<file path="src/rtl/core/wspr_pkg.sv">
`timescale 1ns / 1ps

package wspr_pkg;

    // Frame geometry and convolutional code taps.
    localparam int NSYM       = 162;
    localparam int MSG_BITS   = 50;
    localparam int CALL_BITS  = 28;
    localparam int GRID_BITS  = 22;
    localparam logic [31:0] TAP_A = 32'hF2D05351;
    localparam logic [31:0] TAP_B = 32'hE4613C47;

    // Packing constants.
    localparam int CALL_MUL_1    = 36;
    localparam int CALL_MUL_2    = 10;
    localparam int CALL_MUL_TAIL = 27;
    localparam int TAIL_BLANK    = 26;
    localparam int LON_BASE      = 179;
    localparam int LAT_SPAN      = 180;
    localparam int GRID_DIGITS   = 10;
    localparam int PWR_SCALE     = 128;
    localparam int PWR_OFFSET    = 64;

    // Character codes: 0..9 digits, 10..35 letters.
    localparam logic [5:0] CODE_BLANK     = 6'd36;
    localparam logic [5:0] CODE_BAD       = 6'd63;
    localparam logic [5:0] CODE_LAST_DIG  = 6'd9;
    localparam logic [5:0] CODE_LAST_CHAR = 6'd35;

    // Result status codes.
    localparam logic [1:0] STATUS_OK        = 2'd0;
    localparam logic [1:0] STATUS_BAD_CALL  = 2'd1;
    localparam logic [1:0] STATUS_BAD_GRID  = 2'd2;
    localparam logic [1:0] STATUS_BAD_POWER = 2'd3;

    // Sync vector, element 0 is the leftmost bit.
    localparam logic [0:NSYM-1] SYNC_VEC = {
        30'b110000001000111000100101111000,
        30'b000010010100000010110011010001,
        30'b101000011010101010010010110001,
        30'b101010001000001001001110110011,
        30'b010001110000010100110000000110,
        12'b101100011000
    };

    typedef struct packed {
        logic [7:0] call_char_0;
        logic [7:0] call_char_1;
        logic [7:0] call_char_2;
        logic [7:0] call_char_3;
        logic [7:0] call_char_4;
        logic [7:0] call_char_5;
        logic [2:0] call_length;
        logic [7:0] grid_lon_letter;
        logic [7:0] grid_lat_letter;
        logic [7:0] grid_lon_digit;
        logic [7:0] grid_lat_digit;
        logic [5:0] power_level;
    } in_word_t;

    typedef struct packed {
        logic [1:0] sym_0;
        logic [1:0] sym_1;
        logic [1:0] sym_2;
        logic [1:0] sym_3;
        logic [1:0] sym_4;
        logic [1:0] sym_5;
        logic [1:0] sym_6;
        logic [1:0] sym_7;
        logic [4:0] group_index;
        logic [3:0] valid_count;
        logic [1:0] status;
        logic       last_of_run;
    } out_word_t;

    // Handoff from the packer to the encoder sequencer.
    typedef struct packed {
        logic                done;
        logic [1:0]          status;
        logic [MSG_BITS-1:0] msg;
    } pack_res_t;

    typedef enum logic [1:0] {
        PK_IDLE,
        PK_CHECK,
        PK_RUN
    } pk_state_t;

    typedef enum logic [2:0] {
        ST_IDLE,
        ST_PACK,
        ST_ENCODE,
        ST_READ,
        ST_DRAIN,
        ST_SEND,
        ST_ERROR
    } top_state_t;

    function automatic logic [5:0] char_code(input logic [7:0] c);
        logic [5:0] code;
        if (c >= 8'h30 && c <= 8'h39) begin
            code = 6'(c - 8'h30);
        end else if (c >= 8'h41 && c <= 8'h5A) begin
            code = 6'(c - 8'h41) + 6'd10;
        end else begin
            code = CODE_BAD;
        end
        return code;
    endfunction

    function automatic logic power_ok(input logic [5:0] pw);
        logic ok;
        case (pw)
            6'd0, 6'd3, 6'd7, 6'd10, 6'd13, 6'd17,
            6'd20, 6'd23, 6'd27, 6'd30, 6'd33, 6'd37: ok = 1'b1;
            default: ok = 1'b0;
        endcase
        return ok;
    endfunction

    function automatic logic [7:0] bitrev8(input logic [7:0] k);
        logic [7:0] r;
        for (int b = 0; b < 8; b++) begin
            r[7-b] = k[b];
        end
        return r;
    endfunction

endpackage

</file>
<file path="src/rtl/core/wspr_pack.sv">
`timescale 1ns / 1ps

// Validates one message and packs it into the 50-bit source word,
// one multiply-accumulate step per cycle.
module wspr_pack (
    input  logic                aclk,
    input  logic                aresetn,
    input  logic                start,
    input  wspr_pkg::in_word_t  msg_in,
    output wspr_pkg::pack_res_t result
);
    import wspr_pkg::*;

    localparam logic [2:0] LAST_STEP = 3'd5;

    pk_state_t state_reg, state_next;

    in_word_t               in_reg;
    logic [5:0]             val_reg [6];
    logic [5:0]             val_next [6];
    logic [2:0]             step_reg, step_next;
    logic                   done_reg, done_next;
    logic [1:0]             status_reg, status_next;
    logic [CALL_BITS-1:0]   n_reg, n_next;
    logic [GRID_BITS-1:0]   m_reg, m_next;

    // Control decoded from the state.
    logic capture_en, check_en, run_en;

    // Check stage signals.
    logic [7:0] chars [6];
    logic [5:0] raw [6];
    logic [5:0] pos [6];
    logic       raw_bad, off, call_bad, grid_bad;
    logic [3:0] aligned_len;
    logic [1:0] chk_status;

    // Grid digits taken from the held message.
    logic [4:0] lon_l, lat_l;
    logic [3:0] lon_d, lat_d;

    always_comb begin
        state_next = state_reg;
        unique case (state_reg)
            PK_IDLE:  if (start) state_next = PK_CHECK;
            PK_CHECK: state_next = (chk_status != STATUS_OK) ? PK_IDLE : PK_RUN;
            PK_RUN:   if (step_reg == LAST_STEP) state_next = PK_IDLE;
            default:  state_next = PK_IDLE;
        endcase
    end

    always_comb begin
        capture_en = 1'b0;
        check_en   = 1'b0;
        run_en     = 1'b0;
        unique case (state_reg)
            PK_IDLE:  capture_en = start;
            PK_CHECK: check_en   = 1'b1;
            PK_RUN:   run_en     = 1'b1;
            default:  capture_en = 1'b0;
        endcase
    end

    // Callsign alignment and validation.
    always_comb begin
        chars[0] = in_reg.call_char_0;
        chars[1] = in_reg.call_char_1;
        chars[2] = in_reg.call_char_2;
        chars[3] = in_reg.call_char_3;
        chars[4] = in_reg.call_char_4;
        chars[5] = in_reg.call_char_5;
        raw_bad = 1'b0;
        for (int i = 0; i < 6; i++) begin
            raw[i] = (3'(i) >= in_reg.call_length) ? CODE_BLANK : char_code(chars[i]);
            if (raw[i] == CODE_BAD) raw_bad = 1'b1;
        end
        off = (raw[2] > CODE_LAST_DIG) && (raw[1] <= CODE_LAST_DIG);
        aligned_len = {1'b0, in_reg.call_length} + {3'b000, off};
        pos[0] = off ? CODE_BLANK : raw[0];
        for (int i = 1; i < 6; i++) begin
            pos[i] = off ? raw[i-1] : raw[i];
        end
        call_bad = (in_reg.call_length < 3'd3) || (in_reg.call_length > 3'd6) || raw_bad
                || (aligned_len > 4'd6) || (pos[1] > CODE_LAST_CHAR)
                || (pos[2] > CODE_LAST_DIG);
        for (int i = 3; i < 6; i++) begin
            if (pos[i] <= CODE_LAST_DIG) call_bad = 1'b1;
        end
        grid_bad = (in_reg.grid_lon_letter < 8'h41) || (in_reg.grid_lon_letter > 8'h52)
                || (in_reg.grid_lat_letter < 8'h41) || (in_reg.grid_lat_letter > 8'h52)
                || (in_reg.grid_lon_digit < 8'h30) || (in_reg.grid_lon_digit > 8'h39)
                || (in_reg.grid_lat_digit < 8'h30) || (in_reg.grid_lat_digit > 8'h39);
        priority if (call_bad) begin
            chk_status = STATUS_BAD_CALL;
        end else if (grid_bad) begin
            chk_status = STATUS_BAD_GRID;
        end else if (!power_ok(in_reg.power_level)) begin
            chk_status = STATUS_BAD_POWER;
        end else begin
            chk_status = STATUS_OK;
        end
    end

    assign lon_l = 5'(in_reg.grid_lon_letter - 8'h41);
    assign lat_l = 5'(in_reg.grid_lat_letter - 8'h41);
    assign lon_d = 4'(in_reg.grid_lon_digit - 8'h30);
    assign lat_d = 4'(in_reg.grid_lat_digit - 8'h30);

    always_comb begin
        val_next    = val_reg;
        step_next   = step_reg;
        done_next   = 1'b0;
        status_next = status_reg;
        n_next      = n_reg;
        m_next      = m_reg;
        if (check_en) begin
            status_next = chk_status;
            done_next   = (chk_status != STATUS_OK);
            step_next   = '0;
            for (int i = 0; i < 3; i++) begin
                val_next[i] = pos[i];
            end
            for (int i = 3; i < 6; i++) begin
                val_next[i] = (pos[i] == CODE_BLANK) ? 6'(TAIL_BLANK) : pos[i] - 6'd10;
            end
        end
        if (run_en) begin
            step_next = step_reg + 3'd1;
            done_next = (step_reg == LAST_STEP);
            unique case (step_reg)
                3'd0: begin
                    n_next = CALL_BITS'(val_reg[0]);
                    m_next = GRID_BITS'(LON_BASE) - GRID_BITS'(lon_l) * GRID_BITS'(GRID_DIGITS)
                           - GRID_BITS'(lon_d);
                end
                3'd1: begin
                    n_next = n_reg * CALL_BITS'(CALL_MUL_1) + CALL_BITS'(val_reg[1]);
                    m_next = m_reg * GRID_BITS'(LAT_SPAN)
                           + GRID_BITS'(lat_l) * GRID_BITS'(GRID_DIGITS) + GRID_BITS'(lat_d);
                end
                3'd2: begin
                    n_next = n_reg * CALL_BITS'(CALL_MUL_2) + CALL_BITS'(val_reg[2]);
                    m_next = m_reg * GRID_BITS'(PWR_SCALE) + GRID_BITS'(in_reg.power_level)
                           + GRID_BITS'(PWR_OFFSET);
                end
                3'd3, 3'd4, 3'd5: begin
                    n_next = n_reg * CALL_BITS'(CALL_MUL_TAIL) + CALL_BITS'(val_reg[step_reg]);
                end
                default: n_next = n_reg;
            endcase
        end
    end

    always_ff @(posedge aclk) begin
        if (!aresetn) begin
            state_reg <= PK_IDLE;
            done_reg  <= 1'b0;
        end else begin
            state_reg <= state_next;
            done_reg  <= done_next;
        end
    end

    always_ff @(posedge aclk) begin
        if (capture_en) in_reg <= msg_in;
        val_reg    <= val_next;
        step_reg   <= step_next;
        status_reg <= status_next;
        n_reg      <= n_next;
        m_reg      <= m_next;
    end

    assign result.done   = done_reg;
    assign result.status = status_reg;
    assign result.msg    = {n_reg, m_reg};

endmodule

</file>
<file path="src/rtl/core/wspr_message_symbol_encoder.sv">
`timescale 1ns / 1ps
// A good message's first result word follows packing, a walk over all 256 bit-reversed
// interleaver addresses, the reads of the first group, a drain and the send state; a bad
// one gives its single error word once packing has failed. Each further group is read,
// drained and sent, and output stall holds it; at 8 per group the last group holds two
// symbols. The next message is taken after the last word of the run is accepted.
// Reset (aresetn, synchronous, active low) clears control state only, not the symbol memory.
module wspr_message_symbol_encoder #(
    parameter int SYMBOLS_PER_RESULT = 8
) (
    input  logic                aclk,
    input  logic                aresetn,
    input  logic                s_valid,
    output logic                s_ready,
    input  wspr_pkg::in_word_t  s_data,
    output logic                m_valid,
    input  logic                m_ready,
    output wspr_pkg::out_word_t m_data
);
    import wspr_pkg::*;

    // Last slot index of a group and the address of the final symbol.
    localparam logic [2:0] LAST_SLOT = 3'(SYMBOLS_PER_RESULT - 1);
    localparam logic [7:0] LAST_ADDR = 8'(NSYM - 1);
    localparam logic [7:0] LAST_K    = 8'hFF;

    top_state_t state_reg, state_next;

    pack_res_t pack_res;
    logic      in_fire;

    // Control decoded from the state.
    logic enc_active, rd_issue, grp_start;

    // Encoder and interleaver.
    logic [MSG_BITS-1:0] msg_reg, msg_next;
    logic [31:0]         shift_reg, shift_next;
    logic [31:0]         shift_in;
    logic [7:0]          k_reg, k_next;
    logic                phase_reg, phase_next;
    logic [7:0]          wr_addr;
    logic                enc_we;
    logic                coded;

    // Symbol memory with a registered read port.
    logic [1:0] store_mem [NSYM];
    logic [1:0] rd_q_reg;

    // Group assembly.
    logic [7:0] addr_reg, addr_next;
    logic [2:0] slot_reg, slot_next;
    logic [3:0] cnt_reg, cnt_next;
    logic [4:0] grp_reg, grp_next;
    logic       last_grp_reg, last_grp_next;
    logic       rd_valid_reg;
    logic [2:0] rd_slot_reg;
    logic [1:0] buf_reg [8];
    logic [1:0] buf_next [8];
    logic [1:0] err_status_reg, err_status_next;

    assign in_fire = s_valid && s_ready;

    // The packer validates the callsign, locator and power and builds the 50-bit word.
    wspr_pack u_pack (
        .aclk    (aclk),
        .aresetn (aresetn),
        .start   (in_fire),
        .msg_in  (s_data),
        .result  (pack_res)
    );

    always_comb begin
        state_next = state_reg;
        unique case (state_reg)
            ST_IDLE: if (s_valid) state_next = ST_PACK;
            ST_PACK: begin
                if (pack_res.done) begin
                    state_next = (pack_res.status != STATUS_OK) ? ST_ERROR : ST_ENCODE;
                end
            end
            ST_ENCODE: if (k_reg == LAST_K) state_next = ST_READ;
            ST_READ: begin
                if (slot_reg == LAST_SLOT || addr_reg == LAST_ADDR) state_next = ST_DRAIN;
            end
            ST_DRAIN: state_next = ST_SEND;
            ST_SEND: begin
                if (m_ready) state_next = last_grp_reg ? ST_IDLE : ST_READ;
            end
            ST_ERROR: if (m_ready) state_next = ST_IDLE;
            default: state_next = ST_IDLE;
        endcase
    end

    always_comb begin
        s_ready    = 1'b0;
        m_valid    = 1'b0;
        enc_active = 1'b0;
        rd_issue   = 1'b0;
        grp_start  = 1'b0;
        unique case (state_reg)
            ST_IDLE:   s_ready = 1'b1;
            ST_PACK:   s_ready = 1'b0;
            ST_ENCODE: begin
                enc_active = 1'b1;
                grp_start  = (k_reg == LAST_K);
            end
            ST_READ:   rd_issue = 1'b1;
            ST_DRAIN:  rd_issue = 1'b0;
            ST_SEND: begin
                m_valid   = 1'b1;
                grp_start = m_ready && !last_grp_reg;
            end
            ST_ERROR:  m_valid = 1'b1;
            default:   s_ready = 1'b0;
        endcase
    end

    // One bit-reversed address per cycle. Addresses inside the frame take the next coded
    // bit; even coded bits shift a new message bit into the encoder and use tap A, odd
    // ones reuse the same register contents with tap B.
    assign wr_addr  = bitrev8(k_reg);
    assign enc_we   = enc_active && (wr_addr < 8'(NSYM));
    assign shift_in = {shift_reg[30:0], msg_reg[MSG_BITS-1]};
    assign coded    = phase_reg ? ^(shift_reg & TAP_B) : ^(shift_in & TAP_A);

    always_comb begin
        msg_next        = msg_reg;
        shift_next      = shift_reg;
        k_next          = k_reg;
        phase_next      = phase_reg;
        err_status_next = err_status_reg;
        if (state_reg == ST_PACK && pack_res.done) begin
            err_status_next = pack_res.status;
            msg_next        = pack_res.msg;
            shift_next      = '0;
            k_next          = '0;
            phase_next      = 1'b0;
        end
        if (enc_active) begin
            k_next = k_reg + 8'd1;
        end
        if (enc_we) begin
            phase_next = !phase_reg;
            if (!phase_reg) begin
                shift_next = shift_in;
                msg_next   = {msg_reg[MSG_BITS-2:0], 1'b0};
            end
        end
    end

    // Groups are read one symbol per cycle; each read word is registered at the memory
    // and then written to its slot. Slots never read stay zero from the clear at group start.
    always_comb begin
        addr_next     = addr_reg;
        slot_next     = slot_reg;
        cnt_next      = cnt_reg;
        grp_next      = grp_reg;
        last_grp_next = last_grp_reg;
        buf_next      = buf_reg;
        if (grp_start) begin
            slot_next     = '0;
            cnt_next      = '0;
            last_grp_next = 1'b0;
            for (int i = 0; i < 8; i++) begin
                buf_next[i] = '0;
            end
            if (state_reg == ST_ENCODE) begin
                addr_next = '0;
                grp_next  = '0;
            end else begin
                grp_next = grp_reg + 5'd1;
            end
        end
        if (rd_issue) begin
            addr_next = addr_reg + 8'd1;
            slot_next = slot_reg + 3'd1;
            cnt_next  = cnt_reg + 4'd1;
            if (addr_reg == LAST_ADDR) last_grp_next = 1'b1;
        end
        if (rd_valid_reg) begin
            buf_next[rd_slot_reg] = rd_q_reg;
        end
    end

    always_ff @(posedge aclk) begin
        if (!aresetn) begin
            state_reg    <= ST_IDLE;
            rd_valid_reg <= 1'b0;
        end else begin
            state_reg    <= state_next;
            rd_valid_reg <= rd_issue;
        end
    end

    always_ff @(posedge aclk) begin
        msg_reg        <= msg_next;
        shift_reg      <= shift_next;
        k_reg          <= k_next;
        phase_reg      <= phase_next;
        err_status_reg <= err_status_next;
        addr_reg       <= addr_next;
        slot_reg       <= slot_next;
        cnt_reg        <= cnt_next;
        grp_reg        <= grp_next;
        last_grp_reg   <= last_grp_next;
        rd_slot_reg    <= slot_reg;
        buf_reg        <= buf_next;
    end

    // Symbol memory: each symbol is the sync bit plus twice the coded bit.
    always_ff @(posedge aclk) begin
        if (enc_we) store_mem[wr_addr] <= {coded, SYNC_VEC[wr_addr]};
        if (rd_issue) rd_q_reg <= store_mem[addr_reg];
    end

    // The result word comes straight from registers; an error word is all zero apart
    // from its status code and the last flag.
    always_comb begin
        if (state_reg == ST_ERROR) begin
            m_data             = '0;
            m_data.status      = err_status_reg;
            m_data.last_of_run = 1'b1;
        end else begin
            m_data.sym_0       = buf_reg[0];
            m_data.sym_1       = buf_reg[1];
            m_data.sym_2       = buf_reg[2];
            m_data.sym_3       = buf_reg[3];
            m_data.sym_4       = buf_reg[4];
            m_data.sym_5       = buf_reg[5];
            m_data.sym_6       = buf_reg[6];
            m_data.sym_7       = buf_reg[7];
            m_data.group_index = grp_reg;
            m_data.valid_count = cnt_reg;
            m_data.status      = STATUS_OK;
            m_data.last_of_run = last_grp_reg;
        end
    end

endmodule

</file>
<file path="config.mk">
export PLATFORM = sky130hd
export DESIGN_NAME = wspr_message_symbol_encoder
export DESIGN_NICKNAME = d
export VERILOG_FILES = /design/src/rtl/core/wspr_pkg.sv /design/src/rtl/core/wspr_pack.sv /design/src/rtl/core/wspr_message_symbol_encoder.sv
export SDC_FILE = /design/constraint.sdc
export NUM_CORES = 2
export LEC_CHECK = 0
export BUFFER_PORTS_ARGS = -buffer_cell sky130_fd_sc_hd__buf_2
export CAP_MARGIN = 5
export CORE_ASPECT_RATIO = 1.5
export CORE_MARGIN = 8
export CORE_UTILIZATION = 45
export CTS_CLUSTER_SIZE = 8
export DETAILED_ROUTE_END_ITERATION = 7
export GPL_ROUTABILITY_DRIVEN = 0
export GPL_TIMING_DRIVEN = 1
export PLACE_DENSITY_LB_ADDON = 0.25
export SYNTH_ARGS = -nofsm -noshare
export SYNTH_HDL_FRONTEND = slang
export SYNTH_SLANG_ARGS = --single-unit
</file>
<file path="constraint.sdc">
create_clock -name aclk -period 7.4 [get_ports aclk]
set_input_delay 0.74 -clock aclk [delete_from_list [all_inputs] [get_ports aclk]]
set_output_delay 0.74 -clock aclk [all_outputs]
set_load 0.01 [all_outputs]
</file>
==> results.sh <==
export IMPL_clockBufferDepth=3
export IMPL_drt_pass1_iterations=5
export IMPL_max_freq_mhz=172
export IMPL_cts_resized=0
export IMPL_rows=133
export IMPL_synth_main_ff_cell="edfxtp_1"
export IMPL_regArea_um2=18300
export IMPL_synth_cell_types=99
export IMPL_ioPinCount=123
export IMPL_fin_nets=4121
export IMPL_arrival_ns=6.18
export IMPL_critPathCaptureType="register"
export IMPL_setup_viol=0
export IMPL_min_path_type="primary input to register"
export IMPL_worst_clock_skew_ns=0.0582
export IMPL_area_growth_pct=11.0
export IMPL_stdcell_count=4832
export IMPL_cap_violations=0
export IMPL_critPathMaxFanout=16
export IMPL_grt_usage_pct=19.3
export IMPL_syn_inst=3539
export IMPL_drt_vias_per_instance=5.56
export IMPL_insertion_delay_ns=0.70
export IMPL_synth_edff_count=537
export IMPL_vias=26843
export IMPL_powerDensity_nw_per_um2=296
export IMPL_grt_pass1_wl_um=150000
export IMPL_crit_top_cell="fa_1"
export IMPL_async_reset_ff_share_pct=0
export IMPL_drive_gt1_share_pct=11.3
export IMPL_irDropWorstVdd_v=0.000315
export IMPL_cts_tree="built"
export IMPL_die_area_um2=98300
export IMPL_port_buffer_count=122
export IMPL_finalMaxSlewViolations=0
export IMPL_crit_path_max_incr_delay_ns=0.85
export IMPL_avgSynthCellArea_um2=11.2
export IMPL_nFillCells=7786
export IMPL_hpwl_um=68700
export IMPL_grt_pass1_vias=27675
export IMPL_placedCellCount=4692
export IMPL_multi_input_area_um2=19900
export IMPL_cp_cell_sequence="mux4_2 -> o2bb2ai_1 -> fa_1 -> inv_1 -> fa_1 -> fa_1 -> inv_1 -> ha_1 -> o21ai_0 -> a211oi_1 -> o31ai_1 -> a31o_2 -> o311a_1 -> nor3_1 -> a31oi_1 -> xnor2_1 -> nand2_1 -> o221ai_1"
export IMPL_drt_total_wl_um=95300
export IMPL_leakage_nw=16.8
export IMPL_synth_top_area_share_pct=40.6
export IMPL_grt_max_degree=99
export IMPL_synth_most_common_cell="edfxtp_1"
export IMPL_drc=0
export IMPL_core_area_um2=87700
export IMPL_post_cts_repair_setup_buffers=0
export IMPL_die_w_um=259
export IMPL_clock_sinks=646
export IMPL_cpMaxStageDelayCell="edfxtp_1"
export IMPL_synth_seq_cells=646
export IMPL_start_util_pct=45.3
export IMPL_syn_area_um2=39800
export IMPL_utilization_pct=50.3
export IMPL_cts_root_buf="clkbuf_16"
export IMPL_tightest_slew_ns=1.14
export IMPL_synthTopCellsByCount="537 x edfxtp_1, 342 x nor2_1, 299 x ha_1, 299 x nand2_1, 275 x inv_1"
export IMPL_ys_seq_area_share_pct=46.0
export IMPL_status="completed"
export IMPL_fin_setup_tns_ns=0
export IMPL_die_h_um=380
export IMPL_max_slew_margin_rel_pct=24.0
export IMPL_crit_type="register to register"
export IMPL_path_clk_slew_ns=0.06
export IMPL_cp_start_kind="register"
export IMPL_synth_area_leaders="edfxtp_1 41%, ha_1 9.4%, mux4_2 6.2%"
export IMPL_detail_route_wl_per_cell_um=19.7
export IMPL_hold_buffers=0
export IMPL_finalHoldViolations=0
export IMPL_h_tree_depth=3
export IMPL_ys_warn_count=0
export IMPL_period_share_pct=78.6
export IMPL_grt_overflow_total=0
export IMPL_crit_required_ns=7.76
export IMPL_cts_buffers=92
export IMPL_antenna_found_initial=4
export IMPL_timing_final_crit_period_ns=5.82
export IMPL_largest_register_ffs=324
export IMPL_drt_iter0_markers=1632
export IMPL_ant_nets=0
export IMPL_rsz0062_at_grt="no"
export IMPL_synth_top_cell_by_area="edfxtp_1"
export IMPL_synth_nets=4021
-- worst paths after layout --
check        cells after the start                 to  slack [ns]                from
min                              1  u_pack.in_reg[24]        0.24          s_data[24]
max                             18   u_pack.n_reg[26]        1.58  u_pack.step_reg[0]
max reg2reg                     18   u_pack.n_reg[26]        1.58  u_pack.step_reg[0]
min reg2reg                      0     rd_slot_reg[1]        0.38         slot_reg[1]
-- cell usage in the layout (no fill, tap or decap), types with 10 or more instances in the layout --
master and count:
edfxtp_1 537, nor2_1 342, nand2_1 299, ha_1 298
inv_1 274, o21ai_0 213, xnor2_1 147, a21oi_1 133
buf_2 122, mux4_2 110, dfxtp_1 109, clkbuf_16 92
fa_1 90, xor2_1 85, mux2i_1 82, nand3_1 71
and2_1 48, nor3_1 45, a21o_1 43, clkbuf_1 36
nand2b_1 35, nor2b_1 30, a22oi_1 24, buf_4 23
o21a_1 22, and3_1 19, o211ai_1 19, nand4_1 18
o221ai_1 17, a31oi_1 17, a211oi_1 16, o21bai_1 16
o31ai_1 15, o21ai_1 12, nor4_1 12, or2_2 11
or3_1 11, nand4b_1 10
-- final cells by class --
| type | count | share of cell area (%) |
|---|---|---|
| Timing Repair Buffer | 146 | 1.82 |
| Inverter | 279 | 2.37 |
| Clock buffer | 128 | 5.52 |
| Multi-Input combinational cell | 2474 | 45.1 |
| Clock inverter | 10 | 0.380 |
| Sequential cell | 646 | 41.5 |
| Antenna cell | 2 | 0.0113 |
| Tap cell | 1147 | 3.25 |
-- per-stage QoR --
stage | instance area, um2 | setup slack, ns | hold slack [ns] | power, W
final | 44100 | 1.58 | 0.238 | 0.0131
after global routing | 44100 | 1.16 | 0.191 | 0.0138
after CTS | 44100 | 1.54 | 0.182 | 0.0132
after detailed placement | 41500 | 1.53 | 0.365 | 0.00927
after global placement | 41500 | 1.62 | 0.363 | 0.00922
after floorplan | 39800 | 0.249 | 0.352 | 0.00815
-- cell families (layout without fill, tap and decap cells) --
family | Yosys count | after routing | share of synthesized area (%)
and+or+nand+nor | 999 | 999 | 11.7
AOI/OAI and AO/OA | 651 | 651 | 10.5
DFF | 646 | 646 | 46.0
buffers and inverters | 419 | 563 | 4.04
adders and majority gates | 389 | 389 | 13.9
xor gates and xnor gates | 234 | 234 | 5.19
muxes | 201 | 201 | 8.56
other | 0 | 2 | 0
-- report_power, final --
group	switching [W]	internal, W	leakage [nW]
sequential	0.000378	0.00489	5.78
combinational	0.00243	0.00149	9.79
clock	0.00159	0.00227	1.25
total	0.00440	0.00865	16.8
-- metal layers --
layer | part of all wire [%] | track usage [%] | vias up
li1 | - | - | 13009
met5 | 0.014 | 0 | -
met1 | 38 | 21.0 | 13148
met4 | 3.5 | 7.22 | 2
met3 | 3.4 | 2.84 | 191
met2 | 55 | 37.0 | 493
-- critical path, delay by kind of cell, from the launching register on --
| family | cells | cell delay, ns |
|---|---|---|
| fa+ha+maj | 4 | 1.80 |
| compound gates | 8 | 1.69 |
| flops | 1 | 0.85 |
| mux | 1 | 0.60 |
| simple gates | 2 | 0.36 |
| xor+xnor | 1 | 0.14 |
| buf+inv | 2 | 0.10 |
(Power assumes the default switching activity.)
